File: src/ffi_pkg.sv
// Shared types, widths and constants for the fault signal filter interlock.
package ffi_pkg;

    // Window depth and sample width
    localparam int WINDOW      = 5;
    localparam int SAMPLE_BITS = 12;

    localparam logic [SAMPLE_BITS-1:0] SAMPLE_MAX = {SAMPLE_BITS{1'b1}};

    // Window sum and exact divide-by-WINDOW via reciprocal multiply
    localparam int SUM_BITS    = SAMPLE_BITS + $clog2(WINDOW);
    localparam int DIV_SHIFT   = SUM_BITS + $clog2(WINDOW);
    localparam int RECIP_BITS  = DIV_SHIFT + 1;
    localparam int PROD_BITS   = SUM_BITS + RECIP_BITS;
    localparam logic [RECIP_BITS-1:0] DIV_RECIP =
        RECIP_BITS'(((64'd1 << DIV_SHIFT) + 64'(WINDOW) - 64'd1) / 64'(WINDOW));

    // Input draw fields
    localparam int NOISE_BITS = 5;
    localparam int CRASH_BITS = 4;
    localparam logic [NOISE_BITS-1:0] NOISE_MOD    = NOISE_BITS'(20);
    localparam logic [NOISE_BITS-1:0] NOISE_OFFSET = NOISE_BITS'(10);
    localparam logic [CRASH_BITS-1:0] CRASH_MOD    = CRASH_BITS'(10);
    localparam logic [CRASH_BITS-1:0] CRASH_PICK   = CRASH_BITS'(7);

    // Tick counter saturates at all ones
    localparam int TICK_BITS = 17;
    localparam logic [TICK_BITS-1:0] TICK_MAX = {TICK_BITS{1'b1}};

    // Register widths
    localparam int LEN_BITS    = 8;
    localparam int CRUISE_BITS = 16;

    // Configuration port
    localparam int CFG_IDX_BITS  = 3;
    localparam int CFG_DATA_BITS = 16;

    typedef enum logic [CFG_IDX_BITS-1:0] {
        CFG_BASELINE  = 3'd0,
        CFG_SPIKE     = 3'd1,
        CFG_CRASH     = 3'd2,
        CFG_THRESHOLD = 3'd3,
        CFG_CRUISE_T  = 3'd4,
        CFG_SPIKE_T   = 3'd5,
        CFG_CRASH_T   = 3'd6
    } t_cfg_idx;

    // Register reset values
    localparam logic [SAMPLE_BITS-1:0] RST_BASELINE  = SAMPLE_BITS'(1000);
    localparam logic [SAMPLE_BITS-1:0] RST_SPIKE     = SAMPLE_BITS'(2500);
    localparam logic [SAMPLE_BITS-1:0] RST_CRASH     = SAMPLE_BITS'(300);
    localparam logic [SAMPLE_BITS-1:0] RST_THRESHOLD = SAMPLE_BITS'(500);
    localparam logic [CRUISE_BITS-1:0] RST_CRUISE_T  = CRUISE_BITS'(2000);
    localparam logic [LEN_BITS-1:0]    RST_SPIKE_T   = LEN_BITS'(5);
    localparam logic [LEN_BITS-1:0]    RST_CRASH_T   = LEN_BITS'(50);

    typedef enum logic [1:0] {
        PH_CRUISE = 2'd0,
        PH_SPIKE  = 2'd1,
        PH_CRASH  = 2'd2
    } t_phase;

    // Injector settings bundle
    typedef struct packed {
        logic [SAMPLE_BITS-1:0] baseline_level;
        logic [SAMPLE_BITS-1:0] spike_level;
        logic [SAMPLE_BITS-1:0] crash_level;
        logic [CRUISE_BITS-1:0] cruise_ticks;
        logic [LEN_BITS-1:0]    spike_ticks;
        logic [LEN_BITS-1:0]    crash_ticks;
    } t_inj_cfg;

endpackage

File: src/ffi_in_if.sv
// Input channel: random draws for one tick.
interface ffi_in_if import ffi_pkg::*; ();
    logic                  valid;
    logic                  ready;
    logic [NOISE_BITS-1:0] noise_draw;
    logic [CRASH_BITS-1:0] crash_draw;

    modport source (output valid, output noise_draw, output crash_draw, input ready);
    modport sink   (input valid, input noise_draw, input crash_draw, output ready);
endinterface

File: src/ffi_out_if.sv
// Output channel: raw and filtered sample, stop flag and phase for one tick.
interface ffi_out_if import ffi_pkg::*; ();
    logic                   valid;
    logic                   ready;
    logic [SAMPLE_BITS-1:0] raw_sample;
    logic [SAMPLE_BITS-1:0] filtered_sample;
    logic                   emergency_stop;
    logic [1:0]             phase;

    modport source (output valid, output raw_sample, output filtered_sample,
                    output emergency_stop, output phase, input ready);
    modport sink   (input valid, input raw_sample, input filtered_sample,
                    input emergency_stop, input phase, output ready);
endinterface

File: src/ffi_injector.sv
// Three-phase fault injector: phase and tick state, level select, noise and saturation.
module ffi_injector import ffi_pkg::*; (
    input  logic                   i_clk,
    input  logic                   i_rst_n,
    input  logic                   i_step,
    input  t_inj_cfg               i_cfg,
    input  logic [NOISE_BITS-1:0]  i_noise_draw,
    input  logic [CRASH_BITS-1:0]  i_crash_draw,
    output logic [SAMPLE_BITS-1:0] o_raw,
    output t_phase                 o_phase
);

    t_phase                 r_phase, n_phase, mid_phase;
    logic [TICK_BITS-1:0]   r_tick, n_tick, tick_inc;
    logic [NOISE_BITS-1:0]  noise_sel;
    logic [CRASH_BITS-1:0]  crash_sel;
    logic [SAMPLE_BITS-1:0] level;
    logic [SAMPLE_BITS:0]   level_sum;
    logic [SAMPLE_BITS:0]   level_dif;

    always_comb begin
        noise_sel = (i_noise_draw >= NOISE_MOD) ? i_noise_draw - NOISE_MOD : i_noise_draw;
        crash_sel = (i_crash_draw >= CRASH_MOD) ? i_crash_draw - CRASH_MOD : i_crash_draw;
        tick_inc  = (r_tick == TICK_MAX) ? r_tick : r_tick + 1'b1;

        // leave cruise once the count passes its length
        mid_phase = r_phase;
        n_tick    = tick_inc;
        case (r_phase)
            PH_CRUISE: begin
                if (tick_inc > TICK_BITS'(i_cfg.cruise_ticks)) begin
                    n_tick    = '0;
                    mid_phase = (crash_sel > CRASH_PICK) ? PH_CRASH : PH_SPIKE;
                end
            end
            default: ;
        endcase

        // level follows the current phase; a finished fault drops back to cruise
        n_phase = mid_phase;
        case (mid_phase)
            PH_SPIKE: begin
                level = i_cfg.spike_level;
                if (n_tick > TICK_BITS'(i_cfg.spike_ticks)) begin
                    n_phase = PH_CRUISE;
                    n_tick  = '0;
                end
            end
            PH_CRASH: begin
                level = i_cfg.crash_level;
                if (n_tick > TICK_BITS'(i_cfg.crash_ticks)) begin
                    n_phase = PH_CRUISE;
                    n_tick  = '0;
                end
            end
            default: begin
                level   = i_cfg.baseline_level;
                n_phase = PH_CRUISE;
            end
        endcase

        // level + draw - offset, clamped to the sample range
        level_sum = {1'b0, level} + (SAMPLE_BITS+1)'(noise_sel);
        level_dif = level_sum - (SAMPLE_BITS+1)'(NOISE_OFFSET);
        if (level_sum < (SAMPLE_BITS+1)'(NOISE_OFFSET)) begin
            o_raw = '0;
        end else if (level_dif > {1'b0, SAMPLE_MAX}) begin
            o_raw = SAMPLE_MAX;
        end else begin
            o_raw = level_dif[SAMPLE_BITS-1:0];
        end
        o_phase = n_phase;
    end

    always_ff @(posedge i_clk) begin
        if (!i_rst_n) begin
            r_phase <= PH_CRUISE;
            r_tick  <= '0;
        end else if (i_step) begin
            r_phase <= n_phase;
            r_tick  <= n_tick;
        end
    end

endmodule

File: src/ffi_cell.sv
// One window cell: holds a sample, passes it on, adds it to the running partial sum.
module ffi_cell import ffi_pkg::*; (
    input  logic                   i_clk,
    input  logic                   i_rst_n,
    input  logic                   i_shift,
    input  logic [SAMPLE_BITS-1:0] i_sample,
    input  logic [SUM_BITS-1:0]    i_partial,
    output logic [SAMPLE_BITS-1:0] o_sample,
    output logic [SUM_BITS-1:0]    o_partial
);

    logic [SAMPLE_BITS-1:0] r_sample;

    always_ff @(posedge i_clk) begin
        if (!i_rst_n) begin
            r_sample <= '0;
        end else if (i_shift) begin
            r_sample <= i_sample;
        end
    end

    assign o_sample  = r_sample;
    assign o_partial = i_partial + SUM_BITS'(r_sample);

endmodule

File: src/ffi_filter.sv
// Row of window cells, mean by reciprocal multiply, and threshold compare.
module ffi_filter import ffi_pkg::*; (
    input  logic                   i_clk,
    input  logic                   i_rst_n,
    input  logic                   i_shift,
    input  logic [SAMPLE_BITS-1:0] i_raw,
    input  logic [SAMPLE_BITS-1:0] i_threshold,
    output logic [SAMPLE_BITS-1:0] o_filtered,
    output logic                   o_stop
);

    logic [SAMPLE_BITS-1:0] samp [WINDOW+1];
    logic [SUM_BITS-1:0]    part [WINDOW+1];
    logic [PROD_BITS-1:0]   prod;

    assign samp[0] = i_raw;
    assign part[0] = '0;

    for (genvar g = 0; g < WINDOW; g++) begin : g_cell
        ffi_cell u_cell (
            .i_clk     (i_clk),
            .i_rst_n   (i_rst_n),
            .i_shift   (i_shift),
            .i_sample  (samp[g]),
            .i_partial (part[g]),
            .o_sample  (samp[g+1]),
            .o_partial (part[g+1])
        );
    end

    // last cell's sample falls off the end of the window
    always_comb begin
        prod       = PROD_BITS'(part[WINDOW]) * PROD_BITS'(DIV_RECIP);
        o_filtered = prod[DIV_SHIFT +: SAMPLE_BITS];
        o_stop     = (o_filtered < i_threshold) || (samp[WINDOW] != samp[WINDOW]);
    end

endmodule

File: src/fault_signal_filter_interlock_core.sv
// Top level: fault injector, five-cell averaging window and emergency-stop interlock.
//
//  channel  | dir | handshake        | word
//  ---------+-----+------------------+------------------------------------------------
//  i_in     | in  | valid/ready      | noise_draw[4:0], crash_draw[3:0]
//  o_out    | out | valid/ready      | raw_sample, filtered_sample, emergency_stop, phase
//  i_cfg_*  | in  | write enable     | register index [2:0], data [15:0]
//
// One word per cycle, sustained while o_out.ready stays high. A word is registered
// in the injector stage (phase update, sample and window shift) and then in the
// output register on o_out, after the window sum and reciprocal multiply.
// Reset (i_rst_n low at a clock edge) restores register defaults, cruise phase,
// a zero tick count and an all-zero window; no clearing pass is needed.
// A stalled output holds its word; the injector stage still takes one more word
// and then holds, so i_in.ready drops only while both stages are full.
module fault_signal_filter_interlock_core import ffi_pkg::*; (
    input  logic                     i_clk,
    input  logic                     i_rst_n,
    ffi_in_if.sink                   i_in,
    ffi_out_if.source                o_out,
    input  logic                     i_cfg_we,
    input  logic [CFG_IDX_BITS-1:0]  i_cfg_idx,
    input  logic [CFG_DATA_BITS-1:0] i_cfg_data
);

    // configuration registers
    t_inj_cfg               r_cfg;
    logic [SAMPLE_BITS-1:0] r_threshold;

    // injector stage: holds the sample whose window sum is now in the cells
    logic                   r_s1_valid;
    logic [SAMPLE_BITS-1:0] r_s1_raw;
    t_phase                 r_s1_phase;

    // output register
    logic                   r_out_valid;
    logic [SAMPLE_BITS-1:0] r_out_raw;
    logic [SAMPLE_BITS-1:0] r_out_filtered;
    logic                   r_out_stop;
    t_phase                 r_out_phase;

    logic                   in_take;
    logic                   s1_adv;
    logic [SAMPLE_BITS-1:0] inj_raw;
    t_phase                 inj_phase;
    logic [SAMPLE_BITS-1:0] filt_value;
    logic                   filt_stop;

    // advance the injector stage when the output register is free or draining
    assign s1_adv     = r_s1_valid && (!r_out_valid || o_out.ready);
    assign i_in.ready = !r_s1_valid || s1_adv;
    assign in_take    = i_in.valid && i_in.ready;

    always_ff @(posedge i_clk) begin
        if (!i_rst_n) begin
            r_cfg.baseline_level <= RST_BASELINE;
            r_cfg.spike_level    <= RST_SPIKE;
            r_cfg.crash_level    <= RST_CRASH;
            r_cfg.cruise_ticks   <= RST_CRUISE_T;
            r_cfg.spike_ticks    <= RST_SPIKE_T;
            r_cfg.crash_ticks    <= RST_CRASH_T;
            r_threshold          <= RST_THRESHOLD;
        end else if (i_cfg_we) begin
            case (i_cfg_idx)
                CFG_BASELINE:  r_cfg.baseline_level <= i_cfg_data[SAMPLE_BITS-1:0];
                CFG_SPIKE:     r_cfg.spike_level    <= i_cfg_data[SAMPLE_BITS-1:0];
                CFG_CRASH:     r_cfg.crash_level    <= i_cfg_data[SAMPLE_BITS-1:0];
                CFG_THRESHOLD: r_threshold          <= i_cfg_data[SAMPLE_BITS-1:0];
                CFG_CRUISE_T:  r_cfg.cruise_ticks   <= i_cfg_data[CRUISE_BITS-1:0];
                CFG_SPIKE_T:   r_cfg.spike_ticks    <= i_cfg_data[LEN_BITS-1:0];
                CFG_CRASH_T:   r_cfg.crash_ticks    <= i_cfg_data[LEN_BITS-1:0];
                default: ;
            endcase
        end
    end

    ffi_injector u_injector (
        .i_clk        (i_clk),
        .i_rst_n      (i_rst_n),
        .i_step       (in_take),
        .i_cfg        (r_cfg),
        .i_noise_draw (i_in.noise_draw),
        .i_crash_draw (i_in.crash_draw),
        .o_raw        (inj_raw),
        .o_phase      (inj_phase)
    );

    // the window shifts with each accepted word; the sum read out belongs to
    // the word held in the injector stage
    ffi_filter u_filter (
        .i_clk       (i_clk),
        .i_rst_n     (i_rst_n),
        .i_shift     (in_take),
        .i_raw       (inj_raw),
        .i_threshold (r_threshold),
        .o_filtered  (filt_value),
        .o_stop      (filt_stop)
    );

    always_ff @(posedge i_clk) begin
        if (!i_rst_n) begin
            r_s1_valid <= 1'b0;
        end else if (in_take) begin
            r_s1_valid <= 1'b1;
        end else if (s1_adv) begin
            r_s1_valid <= 1'b0;
        end
    end

    always_ff @(posedge i_clk) begin
        if (in_take) begin
            r_s1_raw   <= inj_raw;
            r_s1_phase <= inj_phase;
        end
    end

    always_ff @(posedge i_clk) begin
        if (!i_rst_n) begin
            r_out_valid <= 1'b0;
        end else if (s1_adv) begin
            r_out_valid <= 1'b1;
        end else if (o_out.ready) begin
            r_out_valid <= 1'b0;
        end
    end

    always_ff @(posedge i_clk) begin
        if (s1_adv) begin
            r_out_raw      <= r_s1_raw;
            r_out_filtered <= filt_value;
            r_out_stop     <= filt_stop;
            r_out_phase    <= r_s1_phase;
        end
    end

    assign o_out.valid           = r_out_valid;
    assign o_out.raw_sample      = r_out_raw;
    assign o_out.filtered_sample = r_out_filtered;
    assign o_out.emergency_stop  = r_out_stop;
    assign o_out.phase           = r_out_phase;

endmodule

File: src/flat_wrapper.sv
// flat-port wrapper written by rule: the top's interface ports become plain ports
module fault_signal_filter_interlock_core_flat import ffi_pkg::*;
  (i_clk, i_rst_n, i_cfg_we, i_cfg_idx, i_cfg_data, i_in_valid, i_in_noise_draw, i_in_crash_draw, i_in_ready, o_out_valid, o_out_raw_sample, o_out_filtered_sample, o_out_emergency_stop, o_out_phase, o_out_ready);
  ffi_in_if i_in_i ();
  ffi_out_if o_out_i ();
  input  logic i_clk;
  input  logic i_rst_n;
  input  logic i_cfg_we;
  input  logic [CFG_IDX_BITS-1:0] i_cfg_idx;
  input  logic [CFG_DATA_BITS-1:0] i_cfg_data;
  input wire logic [$bits(i_in_i.valid)-1:0] i_in_valid;
  input wire logic [$bits(i_in_i.noise_draw)-1:0] i_in_noise_draw;
  input wire logic [$bits(i_in_i.crash_draw)-1:0] i_in_crash_draw;
  output wire logic [$bits(i_in_i.ready)-1:0] i_in_ready;
  output wire logic [$bits(o_out_i.valid)-1:0] o_out_valid;
  output wire logic [$bits(o_out_i.raw_sample)-1:0] o_out_raw_sample;
  output wire logic [$bits(o_out_i.filtered_sample)-1:0] o_out_filtered_sample;
  output wire logic [$bits(o_out_i.emergency_stop)-1:0] o_out_emergency_stop;
  output wire logic [$bits(o_out_i.phase)-1:0] o_out_phase;
  input wire logic [$bits(o_out_i.ready)-1:0] o_out_ready;
  assign i_in_i.valid = i_in_valid;
  assign i_in_i.noise_draw = i_in_noise_draw;
  assign i_in_i.crash_draw = i_in_crash_draw;
  assign i_in_ready = i_in_i.ready;
  assign o_out_valid = o_out_i.valid;
  assign o_out_raw_sample = o_out_i.raw_sample;
  assign o_out_filtered_sample = o_out_i.filtered_sample;
  assign o_out_emergency_stop = o_out_i.emergency_stop;
  assign o_out_phase = o_out_i.phase;
  assign o_out_i.ready = o_out_ready;
  fault_signal_filter_interlock_core u_core (.i_clk(i_clk), .i_rst_n(i_rst_n), .i_in(i_in_i), .o_out(o_out_i), .i_cfg_we(i_cfg_we), .i_cfg_idx(i_cfg_idx), .i_cfg_data(i_cfg_data));
endmodule
File: config.mk
export PLATFORM = sky130hd
export DESIGN_NAME = fault_signal_filter_interlock_core_flat
export DESIGN_NICKNAME = d
export VERILOG_FILES = /design/src/ffi_pkg.sv /design/src/ffi_in_if.sv /design/src/ffi_out_if.sv /design/src/ffi_injector.sv /design/src/ffi_cell.sv /design/src/ffi_filter.sv /design/src/fault_signal_filter_interlock_core.sv /design/src/flat_wrapper.sv
export SDC_FILE = /design/constraint.sdc
export NUM_CORES = 1
export LEC_CHECK = 0
export ABC_AREA = 1
export BUFFER_PORTS_ARGS = -buffer_cell sky130_fd_sc_hd__buf_2
export CAP_MARGIN = 10
export CORE_ASPECT_RATIO = 0.6
export CORE_UTILIZATION = 45
export DETAILED_ROUTE_END_ITERATION = 8
export PLACE_DENSITY = 0.63
export SLEW_MARGIN = 0
export SYNTH_ARGS = -nofsm -noshare
export SYNTH_HDL_FRONTEND = slang
export SYNTH_SLANG_ARGS = --single-unit
File: constraint.sdc
create_clock -name i_clk -period 11.2 [get_ports i_clk]
set_input_delay 1.68 -clock i_clk [delete_from_list [all_inputs] [get_ports i_clk]]
set_output_delay 1.68 -clock i_clk [all_outputs]
set_load 0.05 [all_outputs]
After elaboration in Yosys (flattened, before gate mapping)
Index checks and enable logic that the tools add are counted.
{"block": "word_totals", "register_bits": 202, "input_bits": 33, "out_inout_bits": 29}
{"block": "classes", "addsub": 9, "mul": 1, "order_cmp": 9, "n_eq_ne": 9, "muxes": 21, "n_reduce_logical": 17}
{"cell": "$mux 17", "count": 5}
{"cell": "$gt 17x8->1", "count": 2}
{"cell": "$pmux 17 s2", "count": 1}
{"cell": "$mul 15x16->30 const B", "count": 1}
{"cell": "$mux 12", "count": 2}
{"cell": "$pmux 12 s2", "count": 1}
{"cell": "$add 17x1->17 const B", "count": 1}
{"cell": "$eq 17x17->1 const B", "count": 1}
{"cell": "$gt 17x16->1", "count": 1}
{"cell": "$add 14x12->15", "count": 1}
{"cell": "$add 15x12->15", "count": 1}
{"cell": "$add 13x12->14", "count": 1}
{"cell": "$reduce_and 2->1", "count": 7}
{"cell": "$add 12x12->13", "count": 1}
{"cell": "$add 12x5->13", "count": 1}
{"cell": "$gt 13x12->1 const B", "count": 1}
{"cell": "$lt 13x4->1 const B", "count": 1}
{"cell": "$sub 13x4->13 const B", "count": 1}
{"cell": "$lt 12x12->1", "count": 1}
{"cell": "$mux 2", "count": 5}
{"cell": "$eq 3x3->1 const B", "count": 3}
{"cell": "$eq 3x2->1 const B", "count": 2}
{"cell": "$ge 5x5->1 const B", "count": 1}
{"cell": "$mux 5", "count": 1}
{"cell": "other kinds (16)", "count": 23}

Logic depth before layout (Yosys ltp)
{"block": "logic_depth", "depth_word": 13, "ltp_mapped": 50, "ltp_nobuf": 50}

By module
Synthesis repeated with hierarchy kept, for this count alone.
{"block": "hier_totals", "hier_cells": 2581, "hier_area_um2": 18059.8}
{"module": "fault_signal_filter_interlock_core", "instances": 1, "cells_per_inst": 484, "area_each_um2": 4409.2}
{"module": "ffi_filter", "instances": 1, "cells_per_inst": 474, "area_each_um2": 4060.1}
{"module": "ffi_cell at u_core.u_filter.g_cell[0].u_cell ...", "instances": 3, "cells_per_inst": 202, "area_each_um2": 1201.2}
{"module": "ffi_injector", "instances": 1, "cells_per_inst": 609, "area_each_um2": 3559.7}
{"module": "ffi_cell at u_core.u_filter.g_cell[2].u_cell", "instances": 1, "cells_per_inst": 203, "area_each_um2": 1213.7}
{"module": "ffi_cell at u_core.u_filter.g_cell[3].u_cell", "instances": 1, "cells_per_inst": 205, "area_each_um2": 1213.7}

Worst setup path before layout
Ideal clock, no wire load.
{"block": "synth_path", "path_kind": "reg-to-reg", "startpoint": "reg u_core.u_filter.g_cell[0].u_cell.r_sample[1]", "endpoint": "reg u_core.r_out_stop (netlist: u_core.o_out.emergency_stop), data pin", "setup_time_ns": 0.146, "arrival_ns": 8.713, "required_ns": 11.054, "slack_ns": 2.342, "path_stages_with_launch": 46, "period_less_slack_ns": 8.858, "path_cell_list": "dfxtp_1 inv_1 fa_1 fa_1 fa_1 inv_1 ha_1 inv_1 fa_1 o31ai_2 nand2_1 nand2_1 a21oi_1 o21ai_1 nand3_1 nand2_1 xor2_1 inv_1 [... 10 more ...] inv_1 fa_1 inv_1 ha_1 a21oi_1 o21ai_0 a21oi_1 nand2_1 a21o_1 nand2_1 o211ai_1 xor2_1 ha_1 a21oi_1 nor2_1 a211oi_1 o221ai_1 a21oi_1"}
{"block": "synth_via", "elab_chain_len": 6}
{"element": "start: declaration", "line_no": "ffi_cell.sv:12", "text": "logic [SAMPLE_BITS-1:0] r_sample;"}
{"element": "start signal: assignment", "line_no": "ffi_cell.sv:18", "text": "r_sample <= i_sample;"}
{"element": "$add 12x12->13", "line_no": "ffi_cell.sv:23", "text": "assign o_partial = i_partial + SUM_BITS'(r_sample);"}
{"element": "$add 13x12->14", "line_no": "ffi_cell.sv:23"}
{"element": "$add 14x12->15", "line_no": "ffi_cell.sv:23"}
{"element": "$add 15x12->15", "line_no": "ffi_cell.sv:23"}
{"element": "$mul 15x16->30", "line_no": "ffi_filter.sv:33", "text": "prod = PROD_BITS'(part[WINDOW]) * PROD_BITS'(DIV_RECIP);"}
{"element": "via u_core.filt_value[5]", "line_no": "fault_signal_filter_interlock_core.sv:46", "text": "logic [SAMPLE_BITS-1:0] filt_value;"}
{"element": "$lt 12x12->1", "line_no": "ffi_filter.sv:35", "text": "o_stop = (o_filtered < i_threshold) || (samp[WINDOW] != samp[WINDOW]);"}
{"element": "via u_core.filt_stop", "line_no": "fault_signal_filter_interlock_core.sv:47", "text": "logic filt_stop;"}
{"element": "end signal: assignment", "line_no": "fault_signal_filter_interlock_core.sv:131", "text": "r_out_stop <= filt_stop;"}
{"element": "end: declaration", "line_no": "fault_signal_filter_interlock_core.sv:39", "text": "logic r_out_stop;"}
The timed path passes the listed nets, and every way through them passes these cells.
A chain may end at the register's enable or synchronous reset.

Worst setup path after layout
Ends and elaborated chain as after synthesis.

==> flow_summary.toml <==
[placement]
place_congestion = 0.855
io_buffers = 60
place_area_um2 = 15600
post-dp-hpwl_um = 28100

[yosys]
syn_area_per_cell_um2 = 7.90
synth_top_area_share_pct = 21.6
synth_nets = 2191
syn-instance-count = 1891
synth_ff_type = "dfxtp_1"
yosysSeqAreaShare_pct = 29.8
synth_edf_count = 41
yosys_warnings = 0
syn_area_um2 = 14900
synthTopCellsByArea = "dfxtp_1, ha_1, fa_1, inv_1, edfxtp_1"
synth-seq-cells = 202
ys_types = 45
yosys.area.top_type = "dfxtp_1"
async_flop_share_pct = 0

[clocking]
insertion_delay_ns = 0.53
post_cts_buffers = 0
cts_root_buf = "clkbuf_16"
htreeDepth = 1
cts.path.max_buffers = 3
cts_inserted_buffers = 22
cts_resized = 0
postCtsHoldBufs = 0
cts_sinks = 202
clkTransAtPathRegs_ns = 0.07
cts_tree = "yes"

[timing]
relSlewSlack_pct = 24.4
max_freq_mhz = 98.2
drv_slew = 0
setup_viol = 0
rsz0062_at_grt = "no"
worst_clock_skew_ns = 0.0232
fin_crit_sh_pct = 91.0
hold_viol_final = 0
tightest_slew_ns = 1.13
period_needed_ns = 10.19
setup_tns_ns = 0

[critical_path]
end_kind = "register"
worst_setup_path_start_kind = "register"
path_class = "register to register"
slowest_stage = "fa_1"
critPathMaxStageDelay_ns = 0.58
crit_path_frequent_cell = "inv_1"
arrival_ns = 10.57
cp_max_fo = 5
worstPathRequired_ns = 11.58

[flow_run]
cap_violations = 0

[grt]
grt_pass1_vias = 11446
grt_max_degree = 100
track_usage_pct = 21.7
grt_pass1_wl_um = 59000
grt_overflow = 0
grt_antenna_before_repair = 0

[routing]
post_drt_wl_per_cell_um = 15.3
antenna_left = 0
dr.first_iter.drc_count = 1040
drc = 0
via_count = 12023
first_pass_iters = 5
wl_um = 36100
vias_per_cell = 5.09

[cells_and_area]
fin_nets = 2225
fill_cells = 3163
seq_area_um2 = 4450
area_delta_synth_final_pct = 9.19
insertedDiodeCount = 0
fin_area_um2 = 16300
drive_above_1_share_pct = 6.91
multi_input_area_um2 = 8810

[die]
core_region_area_um2 = 32500
chipWidth_um = 237
die_h_um = 143
start_util_pct = 45.9
io_pins = 62
num_rows = 51
die-area_um2 = 34000

[min_path]
hp-class = "register to register"

[outcome]
outcome = "finished clean"
cell families after synthesis:
logic type	synth area share (%)
AOI/OAI and AO/OA	13.4
xor gates and xnor gates	2.63
adders and majority gates	27.1
buffers and inverters	11.3
DFF	29.8
and+or+nand+nor	15.7
synthesized netlist by cell type, drive strengths merged (3+ instances only):
master    n
fa       94
a221o     5
inv     391
edfxtp   41
clkbuf   47
nor3     12
dfxtp   161
nand3    79
nand3b    6
o31ai     3
ha      173
xor2     28
a21oi   170
o211ai   15
buf       8
nand2   304
nand4    16
o21ai   166
nor2    139
xnor2    16
placed cells by master (no fill, tap or decap), types with 2 or more instances in the layout:
master     count
inv_1        383
inv_2          8
buf_4          6
nor2_4         2
nand2_1      297
a31oi_1        2
o21bai_1       2
ha_1         173
o211ai_1      15
clkinv_2       5
o2111ai_1      2
buf_2         59
nor2_1       134
a221o_1        5
fa_1          94
clkbuf_16     24
dfxtp_1      161
o221ai_1       2
nand2_2        5
o21ai_1        6
nand4_1       16
nor3_1        12
edfxtp_1      41
clkbuf_8       4
nand3b_1       6
nand3_1       77
clkinv_1       4
nand2_4        2
o21ai_0      155
xor2_1        27
nor2_2         3
o31ai_2        2
o21ai_2        5
xnor2_1       16
a21oi_1      169
critical path, delay by kind of cell (launching register included):
family	cells	cell delay (ns)
adders and majority gates	12	5.17
AOI/OAI and AO/OA	8	1.75
and+or+nand+nor	12	1.42
buffers and inverters	10	0.70
xor gates and xnor gates	2	0.64
DFF	1	0.36
metrics by stage:
stage	util, %	worst slack (ns)	hold slack, ns	cells
5_1_grt	50.1	0.338	0.426	2364
3_3_place_gp	47.9	1.29	0.405	2325
6_report	50.1	1.01	0.413	2364
3_5_place_dp	47.9	1.12	0.405	2325
2_1_floorplan	-	2.34	0.400	1891
4_1_cts	50.1	1.09	0.410	2364
sequential cells by signal (all words and copies together), names as in the netlist:
signal	flops
u_core.o_out.raw_sample	12
u_core.r_s1_phase	2
u_core.u_filter.g_cell.u_cell.o_sample	60
u_core.r_s1_raw	12
u_core.o_out.filtered_sample	12
u_core.o_out.emergency_stop	1
u_core.o_out.valid	1
u_core.r_threshold	12
u_core.o_out.phase	2
u_core.u_injector.r_phase	2
u_core.r_cfg	68
u_core.r_s1_valid	1
u_core.u_injector.r_tick	17
final cells by class:
cell class              instances  area share, %
multi-input cells            1242           54.0
clock inverters                10          0.322
clock buffers                  29           4.04
flip-flops and latches        202           27.3
inverters                     392           9.03
repair buffers                 65           2.09
well taps                     424           3.25
routing by layer:
layer	global-route usage, %	share of wire [%]	up-vias
li1	-	-	6099
met2	32.3	40	261
met5	0	0	-
met4	4.01	1.7	0
met3	3.03	5.4	42
met1	33.3	53	5621
path summary, 6_finish.rpt:
kind	start	end	slack, ns	depth (start not counted)
worst min register to register	u_core.r_s1_raw[9]	u_core.o_out.raw_sample[9]	0.41	0
worst max-delay path	u_core.u_filter.g_cell[0].u_cell.o_sample[1]	u_core.o_out.emergency_stop	1.01	44
worst max register to register	u_core.u_filter.g_cell[0].u_cell.o_sample[1]	u_core.o_out.emergency_stop	1.01	44
worst min-delay path	u_core.r_s1_raw[9]	u_core.o_out.raw_sample[9]	0.41	0
Power is left out: the tool's default activity adds up to more than one toggle a clock period on the data nets, which glitch-free logic cannot reach.
